### config.mk
export PLATFORM = sky130hd
export DESIGN_NAME = sta_ctrl
export DESIGN_NICKNAME = d
export VERILOG_FILES = /design/src/sta_pkg.sv /design/src/sta_ctrl.sv
export SDC_FILE = /design/constraint.sdc
export NUM_CORES = 1
export LEC_CHECK = 0
export BUFFER_PORTS_ARGS = -buffer_cell sky130_fd_sc_hd__buf_2
export CAP_MARGIN = 20
export CORE_AREA = 2 2 39 41
export DETAILED_ROUTE_END_ITERATION = 10
export DIE_AREA = 0 0 41 43
export GPL_TIMING_DRIVEN = 0
export SYNTH_ARGS = -nofsm -noshare
export SYNTH_HDL_FRONTEND = slang
export SYNTH_SLANG_ARGS = --single-unit
### constraint.sdc
create_clock -name clock -period 1.6 [get_ports clock]
set_input_delay 0.08 -clock clock [delete_from_list [all_inputs] [get_ports clock]]
set_output_delay 0.08 -clock clock [all_outputs]
set_load 0.005 [all_outputs]
### src/sta_pkg.sv
// Shared types, sizes and command codes of the slot table allocator.
`timescale 1ns / 1ps

package sta_pkg;

   localparam int SLOTS        = 512;
   localparam int ENTITY_COUNT = 1024;

   localparam int SLOT_W   = $clog2(SLOTS);
   localparam int OWNER_W  = $clog2(ENTITY_COUNT);
   localparam int COUNT_W  = $clog2(SLOTS + 1);
   localparam int WORD_W   = 32;
   localparam int BIT_W    = $clog2(WORD_W);
   localparam int WORDS    = (SLOTS + WORD_W - 1) / WORD_W;
   localparam int SCAN_W   = (WORDS > 1) ? $clog2(WORDS) : 1;
   localparam int RADIUS_W = 33;

   localparam logic [2:0] CMD_ADD         = 3'd0;
   localparam logic [2:0] CMD_REMOVE      = 3'd1;
   localparam logic [2:0] CMD_ENABLE      = 3'd2;
   localparam logic [2:0] CMD_SET_MASK    = 3'd3;
   localparam logic [2:0] CMD_CLEAR_OWNER = 3'd4;

   typedef struct packed {
      logic [2:0]         cmd;
      logic [31:0]        slot_index;
      logic               enable_flag;
      logic [31:0]        team_bits;
      logic [31:0]        owner_entity;
      logic signed [31:0] radius;
      logic signed [31:0] axis_span;
      logic signed [31:0] timeout;
      logic [31:0]        current_time;
   } req_type;

   typedef struct packed {
      logic [8:0] result_slot;
      logic       ok;
      logic [9:0] removed_count;
   } rsp_type;

   typedef enum logic [2:0] {
      ST_IDLE,
      ST_EXEC,
      ST_SCAN,
      ST_WALK,
      ST_DRAIN,
      ST_DONE
   } state_type;

   // controller to datapath
   typedef struct packed {
      logic load;
      logic exec;
      logic scan;
      logic walk;
      logic finish;
   } ctl_cmd_type;

   // datapath to controller
   typedef struct packed {
      logic add_go;
      logic clear_go;
      logic scan_hit;
      logic scan_end;
      logic walk_last;
      logic rsp_free;
   } ctl_sts_type;

endpackage

### src/sta_ctrl.sv
// Command sequencer of the slot table allocator.
`timescale 1ns / 1ps

module sta_ctrl (
   input  logic                 clock,
   input  logic                 reset,
   input  logic                 req_valid,
   output logic                 req_stall,
   input  sta_pkg::ctl_sts_type ctl_sts,
   output sta_pkg::ctl_cmd_type ctl_cmd
);
   import sta_pkg::*;

   state_type state_ff, state_in;

   always_ff @(posedge clock) begin
      if (reset) begin
         state_ff <= ST_IDLE;
      end else begin
         state_ff <= state_in;
      end
   end

   always_comb begin
      state_in = state_ff;
      unique case (state_ff)
         ST_IDLE: begin
            if (req_valid) state_in = ST_EXEC;
         end
         ST_EXEC: begin
            if (ctl_sts.add_go) state_in = ST_SCAN;
            else if (ctl_sts.clear_go) state_in = ST_WALK;
            else state_in = ST_DONE;
         end
         ST_SCAN: begin
            if (ctl_sts.scan_hit || ctl_sts.scan_end) state_in = ST_DONE;
         end
         ST_WALK: begin
            if (ctl_sts.walk_last) state_in = ST_DRAIN;
         end
         ST_DRAIN: begin
            // last owner compare lands here
            state_in = ST_DONE;
         end
         ST_DONE: begin
            if (ctl_sts.rsp_free) state_in = ST_IDLE;
         end
         default: state_in = ST_IDLE;
      endcase
   end

   always_comb begin
      req_stall = 1'b1;
      ctl_cmd   = '0;
      unique case (state_ff)
         ST_IDLE: begin
            req_stall    = 1'b0;
            ctl_cmd.load = req_valid;
         end
         ST_EXEC:  ctl_cmd.exec = 1'b1;
         ST_SCAN:  ctl_cmd.scan = 1'b1;
         ST_WALK:  ctl_cmd.walk = 1'b1;
         ST_DRAIN: ;
         ST_DONE:  ctl_cmd.finish = ctl_sts.rsp_free;
         default: ;
      endcase
   end

endmodule

# Word-level counts from Yosys, hierarchy flattened
# Cells that the tools add are included.
[word_totals] register_bits=3 latchBits=0 ramBits=0 rom_bits=0 input_bits=9 out_inout_bits=6 n_memories=0
[classes] add_sub_neg=0 n_mul=0 n_div=0 n_lt_le_gt_ge=0 eq_ne=9 shifts=0 mux=13 bitwise=0 n_reduce_logical=3
[ops] operator="$mux 3" n=6
[ops] operator="$pmux 3 s6" n=1
[ops] operator="$ne 2x2->1 const B" n=4
[ops] operator="$eq 3x2->1 const B" n=2
[ops] operator="$eq 3x3->1 const B" n=2
[ops] operator="$mux 1" n=6
[ops] operator="$reduce_and 4->1" n=1
[ops] operator="$eq 3x1->1 const B" n=1
[ops] operator="$logic_not 3->1" n=1
[ops] operator="$logic_or 1x1->1" n=1

# Longest topological paths before layout
[depth] word_depth=3 depth_mapped=5 mapped_depth_nobuf=4

# Worst setup path before layout
# OpenSTA, ideal clock, no wires.
[synth_path] kind="register to register" startpoint="reg state_ff[0]" endpoint="reg state_ff[2]" t_arrival_ns=1.155 path_slack_ns=0.342 stages_incl_launch_ff=5 cell_sequence="dfxtp_1 -> buf_6 -> inv_4 -> or3_4 -> a2111oi_2"
[synth_via] elab_chain_cells=3 word_cells_on_any_way=12 classes_between="eq/ne (9); mux (1); reduce/logical (2)"
[synth_lines] item="start: declaration" line_no="sta_ctrl.sv:14" text="state_type state_ff, state_in;"
[synth_lines] item="start signal: assignment" line_no="sta_ctrl.sv:20" text="state_ff <= state_in;"
[synth_lines] item="$eq 3x2->1, or another cell as far along" line_no="sta_ctrl.sv:26" text="unique case (state_ff)"
[synth_lines] item="$ne 2x2->1 (no source line)"
[synth_lines] item="$reduce_and 4->1 (no source line)"
# Parallel ways exist; a longest one is shown, timed or not.
# A chain may end at the register's enable or synchronous reset.

# Final worst setup path
[layout_path] startpoint="reg state_ff[2]" endpoint="reg state_ff[2]"
# Same word-level chain as after synthesis.

==> metrics.md <==
| Metric | Value |
|---|---|
| Outcome | `finished clean` |
| CP arrival | `1.47 ns` |
| Syn_area_per_cell | `8.30 µm²` |
| Biggest register | `state_ff` |
| Synthesized cell area | `274 µm²` |
| Synth unique cells | `18` |
| Dominant cell type by area after synthesis | `dfxtp_1` |
| Die width | `41 µm` |
| Max frequency | `740 MHz` |
| Max_cap viols | `0` |
| Layout Cells excl Fill | `67` |
| Root Driver | `clkbuf_4` |
| Post_cts resized | `0` |
| CTS tree | `done` |
| Layout cells sized above 1 | `47.1%` |
| Clock latency at the later pin of the worst-skew pair | `0.23 ns` |
| First-pass GRT wire length | `938 µm` |
| Hold buffer count at cts | `0` |
| RSZ-0062 raised after global routing | `no` |
| Largest regs | `state_ff: 3 flops` |
| Buf/Inv on CP | `1` |
| Setup ws final | `0.249 ns` |
| Vias after detailed routing | `296` |
| Remaining DRCs | `0` |
| Routability-driven placement congestion ratio | `0.730` |
| Multi-input logic area | `191 µm²` |
| Share of the synthesized area in the top cell type | `21.9%` |
| Slowest library cell on the worst path | `a2111oi_2` |
| Antenna viol nets, final | `0` |
| Postcts setup bufs | `0` |
| WP data required | `1.72 ns` |
| CTS Buf Count | `3` |
| DRT iter0 DRCs | `2` |
| Mapped Nets | `42` |
| Initial antenna violation count | `0` |
| Pin count of the biggest net entering global routing | `11` |
| Area after DPL | `364 µm²` |
| CP startpoint kind | `flip-flop` |
| DIE AREA | `1760 µm²` |
| # diodes | `0` |
| Starting Density | `19.8%` |
| Slew Limit Fails | `0` |
| Worst-Margin Slew | `0.333 ns` |
| Post-synthesis sequential element count | `3` |
| Family with the most delay on the worst path | `compound AO/OA/AOI/OAI gates` |
| Hold Worst Slack | `0.0450 ns` |
| Final wirelength | `613 µm` |
| Leak pwr | `0.182 nW` |
| Max-slew headroom | `77.6%` |
| FILL cells | `155` |
| DRT Pass-1 Iters | `3` |
| Vias in the first global route | `267` |
| Fin Clk Skew | `0.00126 ns` |
| Register clock-pin slew on the reported worst setup and hold paths | `0.04 ns` |
| Final nets | `61` |
| Area contributors post-synth | `dfxtp_1, o21bai_4, a21oi_1, nor3_1, a2111oi_2` |
| Num Clock Sinks | `3` |
| Post-route clock period utilization | `84.4%` |
| Placed insts | `63` |
| # rows | `14` |
| Area of the core | `1380 µm²` |
| Setup_tns | `0 ns` |
| CP max stage delay | `0.34 ns` |
| Cells after synthesis | `33` |
| Fin area | `390 µm²` |
| I/O pin cnt | `15` |
| Peak supply drop | `324 µV` |
| Longest Clk Path Bufs | `2` |
| Critical-path cell list | `buf_2, and3b_1, o21bai_4, a21oi_1, a2111oi_2` |
| FF+latch area | `60.1 µm²` |
| Worst setup EP type | `flip-flop` |
| Max reg flops | `3` |
| Total gr overflow | `0` |
| IO Port Bufs | `14` |
| YS warnings | `0` |
| Total GRT Usage | `8.02%` |
| Vias per Instance | `4.42` |
| Power Density | `996 nW/µm²` |
| WL/cell | `9.15 µm` |
| Maximum fanout along the worst path | `10` |
| Syn-to-layout area delta | `42.5%` |
| Seq/Total Area, Yosys | `21.9%` |
| Dpl hpwl | `492 µm` |
| Worst slack, placed | `0.248 ns` |
| Final hold violation count | `0` |
| Final worst path period need | `1.35 ns` |
| Endpoints failing setup | `0` |
| Die H | `43 µm` |
| H-tree depth | `1` |
| Hold crit path type | `input pin to flip-flop` |
| CP Class | `flip-flop to flip-flop` |
==> kinds of logic after synthesis <==
| group | share of synthesized area [%] |
|---|---|
| buf+inv | 8.22 |
| simple gates | 36.5 |
| flops | 21.9 |
| compound gates | 33.3 |
==> Yosys cell counts <==
cell type / count
nor3_1: 4
a311oi_1: 1
nor2_1: 4
o21bai_4: 2
or3_4: 1
a21oi_1: 5
nand2_1: 1
nor2b_1: 2
dfxtp_1: 3
buf_2: 1
o21ai_0: 1
and4b_1: 1
buf_6: 1
and3b_1: 1
nand2b_1: 2
and3_1: 1
a2111oi_2: 1
inv_4: 1
==> layer usage <==
metal	track usage, %	vias to the layer above	routed length, µm
li1	-	156	-
met1	8.01	133	276
met2	12.5	7	306
met3	3.14	0	30
met4	6.00	0	0
met5	0	-	0
==> cell type report <==
type / instances / area share (%)
multi-input cells: 27 / 49.0
repair buffers: 14 / 17.9
flip-flops and latches: 3 / 15.4
clock buffers: 4 / 6.73
well taps: 16 / 5.13
plain buffers: 2 / 4.17
inverters: 1 / 1.60
==> through the flow <==
stage,total power [mW],utilization [%]
2_1_floorplan,0.212,-
3_3_place_gp,0.260,26.3
3_5_place_dp,0.261,26.3
4_1_cts,0.399,28.2
5_1_grt,0.425,28.2
6_report,0.389,28.2
==> where the power goes <==
group          total (mW)  switching, mW  internal (mW)
logic               0.164         0.0834         0.0811
registers          0.0945        0.00788         0.0866
clock network       0.130         0.0367         0.0933
total               0.389          0.128          0.261
==> path summary, 6_finish.rpt <==
path	cells after the start	startpoint	endpoint	slack [ns]
worst min register to register	3	state_ff[0]	state_ff[0]	0.68
worst max register to register	5	state_ff[2]	state_ff[2]	0.25
worst max-delay path	5	state_ff[2]	state_ff[2]	0.25
worst min-delay path	2	reset	state_ff[2]	0.04
==> cell usage in the layout (no fill, tap or decap) <==
| cell type | n |
|---|---|
| a2111oi_2 | 1 |
| a21oi_1 | 5 |
| a311oi_1 | 1 |
| and3_1 | 1 |
| and3b_1 | 1 |
| and4b_1 | 1 |
| buf_2 | 15 |
| buf_6 | 1 |
| clkbuf_1 | 1 |
| clkbuf_4 | 3 |
| dfxtp_1 | 3 |
| inv_4 | 1 |
| nand2_1 | 1 |
| nand2b_1 | 2 |
| nor2_1 | 4 |
| nor2b_1 | 2 |
| nor3_1 | 4 |
| o21ai_0 | 1 |
| o21bai_4 | 2 |
| or3_4 | 1 |
Power figures use the tool's default switching activity.
